--- config.mk ---
export PLATFORM = sky130hd
export DESIGN_NAME = qoi_chunk_decoder
export DESIGN_NICKNAME = d
export VERILOG_FILES = /design/src/design/qoicd_pkg.sv /design/src/design/qoi_chunk_decoder.sv /design/src/design/qoicd_index_mem.sv /design/src/design/qoicd_emitter.sv
export SDC_FILE = /design/constraint.sdc
export NUM_CORES = 2
export LEC_CHECK = 0
export BUFFER_PORTS_ARGS = -buffer_cell sky130_fd_sc_hd__buf_2
export CAP_MARGIN = 20
export CORE_MARGIN = 4
export CORE_UTILIZATION = 63
export CTS_CLUSTER_DIAMETER = 50
export DETAILED_ROUTE_END_ITERATION = 12
export PLACE_DENSITY = 0.79
export SYNTH_ARGS = -nofsm -noshare
export SYNTH_HDL_FRONTEND = slang
export SYNTH_SLANG_ARGS = --single-unit
--- constraint.sdc ---
create_clock -name clk -period 10.4 [get_ports clk]
set_clock_uncertainty 0.2 [all_clocks]
set_input_delay 1.56 -clock clk [delete_from_list [all_inputs] [get_ports clk]]
set_output_delay 1.56 -clock clk [all_outputs]
set_load 0.02 [all_outputs]
--- src/design/qoicd_pkg.sv ---
// Shared types, constants and the index hash for the QOI chunk decoder.
package qoicd_pkg;

  localparam int TOTAL_W = 29;
  localparam int RUN_W   = 6;
  localparam int IDX_W   = 6;

  localparam logic [7:0] OP_RGB  = 8'hFE;
  localparam logic [7:0] OP_RGBA = 8'hFF;

  localparam logic [1:0] TAG_INDEX = 2'b00;
  localparam logic [1:0] TAG_DIFF  = 2'b01;
  localparam logic [1:0] TAG_LUMA  = 2'b10;
  localparam logic [1:0] TAG_RUN   = 2'b11;

  typedef struct packed {
    logic [7:0] r;
    logic [7:0] g;
    logic [7:0] b;
    logic [7:0] a;
  } px_t;

  localparam px_t PX_RESET = '{r: 8'd0, g: 8'd0, b: 8'd0, a: 8'd255};

  // Request from the chunk decoder to the pixel emitter.
  typedef struct packed {
    logic             start;
    px_t              pix;
    logic [RUN_W-1:0] count;
  } emit_cmd_t;

  typedef struct packed {
    logic busy;
    logic complete;
  } emit_stat_t;

  // Index slot (r*3 + g*5 + b*7 + a*11) mod 64; only the low six bits of each term matter.
  function automatic logic [IDX_W-1:0] px_hash(input px_t p);
    logic [IDX_W-1:0] s;
    s = p.r[IDX_W-1:0] * 6'd3 + p.g[IDX_W-1:0] * 6'd5 + p.b[IDX_W-1:0] * 6'd7
      + p.a[IDX_W-1:0] * 6'd11;
    return s;
  endfunction

endpackage

--- src/design/qoi_chunk_decoder.sv ---
// A pixel-producing byte is registered on acceptance, decoded in S_EXEC, then written to the index
// and handed to the emitter in S_WRITE; the emitter repeats it one pixel per cycle while out_stall is low.
// A new byte is accepted only in S_IDLE and once the emitter has finished the previous run.
// Index reads are issued at acceptance and return from the index memory in the following cycle.
// Reset (synchronous, active low) clears control state and all index valid bits, and sets
// pixel_total to 1; a start request clears the index, the pixel and the pixel count.
module qoi_chunk_decoder #(
  parameter int unsigned COUNT_LIMIT = 400000000
) (
  input  logic                           clk,
  input  logic                           rst_n,
  input  logic                           cfg_wr_en,
  input  logic [qoicd_pkg::TOTAL_W-1:0]  cfg_wr_data,
  input  logic                           in_valid,
  output logic                           in_stall,
  input  logic                           in_op,
  input  logic [7:0]                     in_byte_value,
  output logic                           out_valid,
  input  logic                           out_stall,
  output logic [7:0]                     out_red,
  output logic [7:0]                     out_green,
  output logic [7:0]                     out_blue,
  output logic [7:0]                     out_alpha,
  output logic                           out_last_of_run,
  output logic                           out_image_done
);

  typedef enum logic [1:0] {S_IDLE, S_EXEC, S_WRITE} state_t;
  typedef enum logic [1:0] {K_NONE, K_LUMA, K_RGB, K_RGBA} kind_t;

  state_t                          state_r, state_nxt;
  kind_t                           kind_r, kind_nxt;
  logic [2:0]                      pend_cnt_r, pend_cnt_nxt;
  logic [31:0]                     held_r, held_nxt;
  qoicd_pkg::px_t                  pix_r, pix_nxt;
  logic [qoicd_pkg::RUN_W-1:0]     run_cnt_r, run_cnt_nxt;
  logic [7:0]                      byte_r;
  logic [qoicd_pkg::TOTAL_W-1:0]   pixel_total_r;
  logic [qoicd_pkg::TOTAL_W-1:0]   total_eff;
  logic                            in_acc;
  logic                            clear_img;
  qoicd_pkg::px_t                  idx_rd_data;
  logic                            idx_wr_en;
  qoicd_pkg::emit_cmd_t            emit_cmd;
  qoicd_pkg::emit_stat_t           emit_st;
  logic [31:0]                     shifted;
  logic [2:0]                      cnt_inc;
  logic [5:0]                      vg;

  assign total_eff = (pixel_total_r > qoicd_pkg::TOTAL_W'(COUNT_LIMIT))
                   ? qoicd_pkg::TOTAL_W'(COUNT_LIMIT) : pixel_total_r;

  assign in_stall  = (state_r != S_IDLE) || emit_st.busy;
  assign in_acc    = in_valid && !in_stall;
  assign clear_img = in_acc && in_op;

  assign shifted = {held_r[23:0], byte_r};
  assign cnt_inc = pend_cnt_r + 1'b1;
  assign vg      = held_r[5:0];

  always_comb begin
    state_nxt    = state_r;
    kind_nxt     = kind_r;
    pend_cnt_nxt = pend_cnt_r;
    held_nxt     = held_r;
    pix_nxt      = pix_r;
    run_cnt_nxt  = run_cnt_r;
    case (state_r)
      S_IDLE: begin
        if (clear_img) begin
          kind_nxt     = K_NONE;
          pend_cnt_nxt = '0;
          held_nxt     = '0;
          pix_nxt      = qoicd_pkg::PX_RESET;
        end else if (in_acc && !emit_st.complete) begin
          state_nxt = S_EXEC;
        end
      end
      S_EXEC: begin
        state_nxt   = S_IDLE;
        run_cnt_nxt = qoicd_pkg::RUN_W'(1);
        case (kind_r)
          K_LUMA: begin
            pix_nxt.r    = pix_r.r + 8'(vg) + 8'(byte_r[7:4]) - 8'd40;
            pix_nxt.g    = pix_r.g + 8'(vg) - 8'd32;
            pix_nxt.b    = pix_r.b + 8'(vg) + 8'(byte_r[3:0]) - 8'd40;
            kind_nxt     = K_NONE;
            pend_cnt_nxt = '0;
            held_nxt     = '0;
            state_nxt    = S_WRITE;
          end
          K_RGB, K_RGBA: begin
            if ((kind_r == K_RGB && cnt_inc == 3'd3) || (kind_r == K_RGBA && cnt_inc == 3'd4)) begin
              if (kind_r == K_RGB) begin
                pix_nxt = {shifted[23:0], pix_r.a};
              end else begin
                pix_nxt = shifted;
              end
              kind_nxt     = K_NONE;
              pend_cnt_nxt = '0;
              held_nxt     = '0;
              state_nxt    = S_WRITE;
            end else begin
              held_nxt     = shifted;
              pend_cnt_nxt = cnt_inc;
            end
          end
          default: begin
            if (byte_r == qoicd_pkg::OP_RGB) begin
              kind_nxt     = K_RGB;
              pend_cnt_nxt = '0;
              held_nxt     = '0;
            end else if (byte_r == qoicd_pkg::OP_RGBA) begin
              kind_nxt     = K_RGBA;
              pend_cnt_nxt = '0;
              held_nxt     = '0;
            end else begin
              case (byte_r[7:6])
                qoicd_pkg::TAG_INDEX: begin
                  pix_nxt   = idx_rd_data;
                  state_nxt = S_WRITE;
                end
                qoicd_pkg::TAG_DIFF: begin
                  pix_nxt.r = pix_r.r + 8'(byte_r[5:4]) - 8'd2;
                  pix_nxt.g = pix_r.g + 8'(byte_r[3:2]) - 8'd2;
                  pix_nxt.b = pix_r.b + 8'(byte_r[1:0]) - 8'd2;
                  state_nxt = S_WRITE;
                end
                qoicd_pkg::TAG_LUMA: begin
                  kind_nxt     = K_LUMA;
                  pend_cnt_nxt = '0;
                  held_nxt     = 32'(byte_r);
                end
                qoicd_pkg::TAG_RUN: begin
                  run_cnt_nxt = byte_r[5:0] + 1'b1;
                  state_nxt   = S_WRITE;
                end
                default: begin
                  state_nxt = S_IDLE;
                end
              endcase
            end
          end
        endcase
      end
      S_WRITE: begin
        state_nxt = S_IDLE;
      end
      default: begin
        state_nxt = S_IDLE;
      end
    endcase
  end

  always_ff @(posedge clk) begin
    if (!rst_n) begin
      state_r       <= S_IDLE;
      kind_r        <= K_NONE;
      pend_cnt_r    <= '0;
      held_r        <= '0;
      pix_r         <= qoicd_pkg::PX_RESET;
      run_cnt_r     <= '0;
      pixel_total_r <= qoicd_pkg::TOTAL_W'(1);
    end else begin
      state_r    <= state_nxt;
      kind_r     <= kind_nxt;
      pend_cnt_r <= pend_cnt_nxt;
      held_r     <= held_nxt;
      pix_r      <= pix_nxt;
      run_cnt_r  <= run_cnt_nxt;
      if (cfg_wr_en) begin
        pixel_total_r <= cfg_wr_data;
      end
    end
  end

  always_ff @(posedge clk) begin
    if (in_acc) begin
      byte_r <= in_byte_value;
    end
  end

  // The new pixel is written to the index and handed to the emitter in the same cycle.
  assign idx_wr_en      = (state_r == S_WRITE);
  assign emit_cmd.start = idx_wr_en;
  assign emit_cmd.pix   = pix_r;
  assign emit_cmd.count = run_cnt_r;

  qoicd_index_mem u_index (
    .clk     (clk),
    .rst_n   (rst_n),
    .clear   (clear_img),
    .rd_en   (in_acc),
    .rd_addr (in_byte_value[qoicd_pkg::IDX_W-1:0]),
    .rd_data (idx_rd_data),
    .wr_en   (idx_wr_en),
    .wr_addr (qoicd_pkg::px_hash(pix_r)),
    .wr_data (pix_r)
  );

  qoicd_emitter u_emitter (
    .clk             (clk),
    .rst_n           (rst_n),
    .clear           (clear_img),
    .total           (total_eff),
    .cmd             (emit_cmd),
    .stat            (emit_st),
    .out_valid       (out_valid),
    .out_stall       (out_stall),
    .out_red         (out_red),
    .out_green       (out_green),
    .out_blue        (out_blue),
    .out_alpha       (out_alpha),
    .out_last_of_run (out_last_of_run),
    .out_image_done  (out_image_done)
  );

  a_cmd_when_free: assert property (@(posedge clk) disable iff (!rst_n)
    (state_r == S_WRITE) |-> !emit_st.busy)
    else $error("emitter request issued while a run is still in progress");

  a_cmd_starts_run: assert property (@(posedge clk) disable iff (!rst_n)
    (state_r == S_WRITE) |=> emit_st.busy)
    else $error("emitter request did not start a run");

  a_no_run_after_end: assert property (@(posedge clk) disable iff (!rst_n)
    emit_st.complete |-> !emit_st.busy)
    else $error("emitter still busy after the image's last pixel");

  a_done_is_last: assert property (@(posedge clk) disable iff (!rst_n)
    (out_valid && out_image_done) |-> out_last_of_run)
    else $error("image's last pixel not flagged as last of its run");

endmodule

--- src/design/qoicd_index_mem.sv ---
// Color index: 64-entry synchronous memory with per-entry valid bits.
module qoicd_index_mem (
  input  logic                         clk,
  input  logic                         rst_n,
  input  logic                         clear,
  input  logic                         rd_en,
  input  logic [qoicd_pkg::IDX_W-1:0]  rd_addr,
  output qoicd_pkg::px_t               rd_data,
  input  logic                         wr_en,
  input  logic [qoicd_pkg::IDX_W-1:0]  wr_addr,
  input  qoicd_pkg::px_t               wr_data
);

  localparam int DEPTH = 1 << qoicd_pkg::IDX_W;

  qoicd_pkg::px_t    mem [DEPTH];
  logic [DEPTH-1:0]  valid_r;
  qoicd_pkg::px_t    rd_data_r;
  logic              rd_valid_r;

  always_ff @(posedge clk) begin
    if (wr_en) begin
      mem[wr_addr] <= wr_data;
    end
    if (rd_en) begin
      rd_data_r <= mem[rd_addr];
    end
  end

  // Entries never written since the last clear read as zero.
  always_ff @(posedge clk) begin
    if (!rst_n || clear) begin
      valid_r    <= '0;
      rd_valid_r <= 1'b0;
    end else begin
      if (wr_en) begin
        valid_r[wr_addr] <= 1'b1;
      end
      if (rd_en) begin
        rd_valid_r <= valid_r[rd_addr];
      end
    end
  end

  assign rd_data = rd_valid_r ? rd_data_r : '0;

endmodule

--- src/design/qoicd_emitter.sv ---
// Pixel emitter: repeats a pixel for a run, counts pixels and holds the output register.
module qoicd_emitter (
  input  logic                           clk,
  input  logic                           rst_n,
  input  logic                           clear,
  input  logic [qoicd_pkg::TOTAL_W-1:0]  total,
  input  qoicd_pkg::emit_cmd_t           cmd,
  output qoicd_pkg::emit_stat_t          stat,
  output logic                           out_valid,
  input  logic                           out_stall,
  output logic [7:0]                     out_red,
  output logic [7:0]                     out_green,
  output logic [7:0]                     out_blue,
  output logic [7:0]                     out_alpha,
  output logic                           out_last_of_run,
  output logic                           out_image_done
);

  qoicd_pkg::px_t                   pix_r;
  logic [qoicd_pkg::RUN_W-1:0]      run_left_r;
  logic [qoicd_pkg::TOTAL_W-1:0]    emitted_r;
  logic                             out_valid_r;
  qoicd_pkg::px_t                   out_pix_r;
  logic                             out_last_r;
  logic                             out_done_r;
  logic                             load;
  logic                             at_end;
  logic [qoicd_pkg::TOTAL_W-1:0]    emitted_inc;

  assign emitted_inc = emitted_r + 1'b1;
  assign at_end      = (emitted_inc == total);
  assign load        = (run_left_r != '0) && (!out_valid_r || !out_stall);

  always_ff @(posedge clk) begin
    if (!rst_n) begin
      run_left_r  <= '0;
      emitted_r   <= '0;
      out_valid_r <= 1'b0;
    end else begin
      if (cmd.start) begin
        pix_r      <= cmd.pix;
        run_left_r <= cmd.count;
      end else if (load) begin
        // A run that reaches the end of the image is cut short here.
        run_left_r <= at_end ? '0 : run_left_r - 1'b1;
      end
      if (clear) begin
        emitted_r <= '0;
      end else if (load) begin
        emitted_r <= emitted_inc;
      end
      if (load) begin
        out_valid_r <= 1'b1;
        out_pix_r   <= pix_r;
        out_last_r  <= (run_left_r == 1) || at_end;
        out_done_r  <= at_end;
      end else if (!out_stall) begin
        out_valid_r <= 1'b0;
      end
    end
  end

  assign stat.busy     = (run_left_r != '0);
  assign stat.complete = (emitted_r >= total);

  assign out_valid       = out_valid_r;
  assign out_red         = out_pix_r.r;
  assign out_green       = out_pix_r.g;
  assign out_blue        = out_pix_r.b;
  assign out_alpha       = out_pix_r.a;
  assign out_last_of_run = out_last_r;
  assign out_image_done  = out_done_r;

endmodule
==> run metrics <==
Chip Height=395 um; Layout Nets=5053; CTS H-tree depth=4; Clock Root Buffer=clkbuf_16; PostCTS Resize Cnt=0; Crit. End Element=flip-flop; initial antenna violation count=26; Filler cells=8377; HP Class=reg2reg; worst ir drop on vdd=0.000256 V; drt pass-1 iters=6; Buffers on Ports=78; CTS Hold Bufs=0; crit start category=flip-flop; Yosys warnings=0; post-place setup slack=2.97 ns; Fin Setup TNS=0 ns; Area Overhead vs Synth=12.0%; most common cell after layout, fill and taps aside=edfxtp_1; Final Max Tran Viols=0; Crit path required time=10.66 ns; CP Max Fanout=68; Die ar.=0.156 mm2; Post-synth EDFFs=2154; clock-pin slew on the worst setup and hold paths=0.06 ns; most frequent cells in the layout=edfxtp_1 (2154), mux4_2 (697), nor2_1 (280); Tmin final=7.66 ns; Starting Density=0.637; reg2reg start=emit_cmd[18]; floorplan row count=141; cell count after synthesis=4672; Seq. cell area=0.0687 mm2; Worst path max stage delay=1.18 ns; cell area after synthesis=0.0944 mm2; hold path cells=0; predominant post-synthesis flop cell=edfxtp_1; Post-DRT Antenna Nets=0; ranking of synthesized cells by area=edfxtp_1 (68%), mux4_2 (17%), dfxtp_1 (4.2%); register bit total from synthesis=2353; asr flop ratio synth=0; # Max-Cap Violations=0; grt total ovfl=0; largest net degree at the start of global routing=130; Residual DRC=0; status=finished, final reports clean; post-DP HPWL=138000 um; Die Wd=395 um; type of the worst setup path=reg2reg; largest delay contributor family on the critical path=adder cells; Total Power=20.5 mW; Distinct cells, synth=78; Crit. path cell count=17; post-CTS setup buffers=0; GRT Resource Usage Total=0.327; r2r setup slk=2.74 ns; vias in the first global route=48930; wire length of the first global-routing pass=363000 um; CTS tree=done; worst-path cell chain=buf_4 -> inv_1 -> fa_1 -> inv_1 -> fa_1 -> inv_1 -> fa_1 -> fa_1 -> fa_1 -> inv_1 -> ha_1 -> a21oi_1 -> xnor2_1 -> xnor2_1 -> xor2_1 -> nand3_1 -> nor2_4; WL final=251000 um; Synth area leader=edfxtp_1; worst skew pair latency=0.87 ns; most frequent CP cell=fa_1; DR vias/cell=6.99; fin crit share=0.737; GPL Wtd Cong=0.907; layout cells sized above 1=0.268; Slew headroom=0.219; Crit path buffers/inverters=5; CTS Buf Count=224; Leakage=31.2 nW; area of the core=0.148 mm2; Critical Path Start=emit_cmd[18]; vias=49418; drt first-iter violations=7747; TritonCTS Sinks=2353; register area share after synthesis=0.727; I/O pin count=79; Syn Nets=4871; Slowest-stage cell, CP=nor2_4; Final Hold Fails=0; slew at the pin closest to its max-slew limit=1.17 ns; share of the synthesized area in the top cell type=0.685; Power Dens Cells=194 mW/mm2; WL per Instance=35.5 um; crit path DAT=7.93 ns; RSZ-0062 raised after global routing=no; Max Freq=130 MHz; min-delay src=u_emitter.pix_r[21]; Max Root-Sink Buffers=3; Avg Inst Size Synth=20.2 um2; R2R cell count=17; PnR worst setup slack=2.74 ns; multi-input gate area in the final layout=0.0249 mm2; # setup viols final=0
-- power breakdown --
group          switching (mW)  internal [mW]
combinational            1.17          0.544
clock                    3.61           4.63
sequential              0.136           10.4
-- cell families after synthesis --
kind of cell,Yosys count,share of synthesized area
buffers and inverters,350,0.0149
adder cells (fa/ha/maj),156,0.0236
flip-flops,2353,0.727
AND/OR/NAND/NOR,681,0.0325
AO/OA/AOI/OAI,243,0.0171
XOR/XNOR,135,0.0125
multiplexers,754,0.172
-- layout make-up --
class / instances / share of cell area
Sequential cell: 2353 / 0.650
Antenna cell: 10 / 0.000237
Clock buffer: 290 / 0.0572
Multi-Input combinational cell: 1969 / 0.235
Timing Repair Buffer: 198 / 0.0166
Tap cell: 2002 / 0.0237
Clock inverter: 135 / 0.0132
Inverter: 108 / 0.00383
-- worst register-to-register path: stages, from the launching register on --
cell     delay (ns)
dfxtp_2        0.31
buf_4          0.57
inv_1          0.29
fa_1           0.53
inv_1          0.05
fa_1           0.54
inv_1          0.05
fa_1           0.52
fa_1           0.46
fa_1           0.51
inv_1          0.05
ha_1           0.33
a21oi_1        0.18
xnor2_1        0.10
xnor2_1        0.27
xor2_1         0.32
nand3_1        0.77
nor2_4         1.19
-- through the flow --
stage	area, um2	hold slack [ns]	cells	util
after floorplan	94400	0.200	4672	-
after global placement	97700	0.201	6607	0.659
after detailed placement	98100	0.205	6623	0.661
after CTS	106000	0.220	7048	0.712
after global routing	106000	0.223	7055	0.713
final	106000	0.218	7065	0.713
-- routing by layer --
layer | global-route usage | vias up | wire, um
met4 | 0.117 | 16 | 10100
met3 | 0.0773 | 569 | 29700
li1 | - | 19369 | -
met5 | 0 | - | 119
met2 | 0.507 | 3738 | 120000
met1 | 0.466 | 25726 | 90200
-- path summary, 6_finish.rpt --
kind                                          endpoint
worst max register to register     u_index.mem[10][23]
worst min-delay path            u_emitter.out_green[5]
worst min register to register  u_emitter.out_green[5]
worst max-delay path               u_index.mem[10][23]
-- flip-flops by register name, summed over array words and instances (netlist names), 24 cells and up --
name                 count
emit_cmd                32
held_r                  24
pixel_total_r           29
u_emitter.emitted_r     29
u_emitter.pix_r         32
u_index.mem           2048
u_index.rd_data_r       32
u_index.valid_r         64
-- cells in the mapped netlist, types with 27 or more instances --
library cell  instances
inv_1               108
nand3_1              65
edfxtp_1           2154
mux2i_1              51
nor2_1              347
dfxtp_1             199
nand2_1             158
a21oi_1              75
clkbuf_1            134
buf_1                83
a21o_1               27
fa_1                 37
ha_1                119
xnor2_1              75
mux4_2              697
xor2_1               60
No activity file was read; power rests on OpenSTA's default activity.
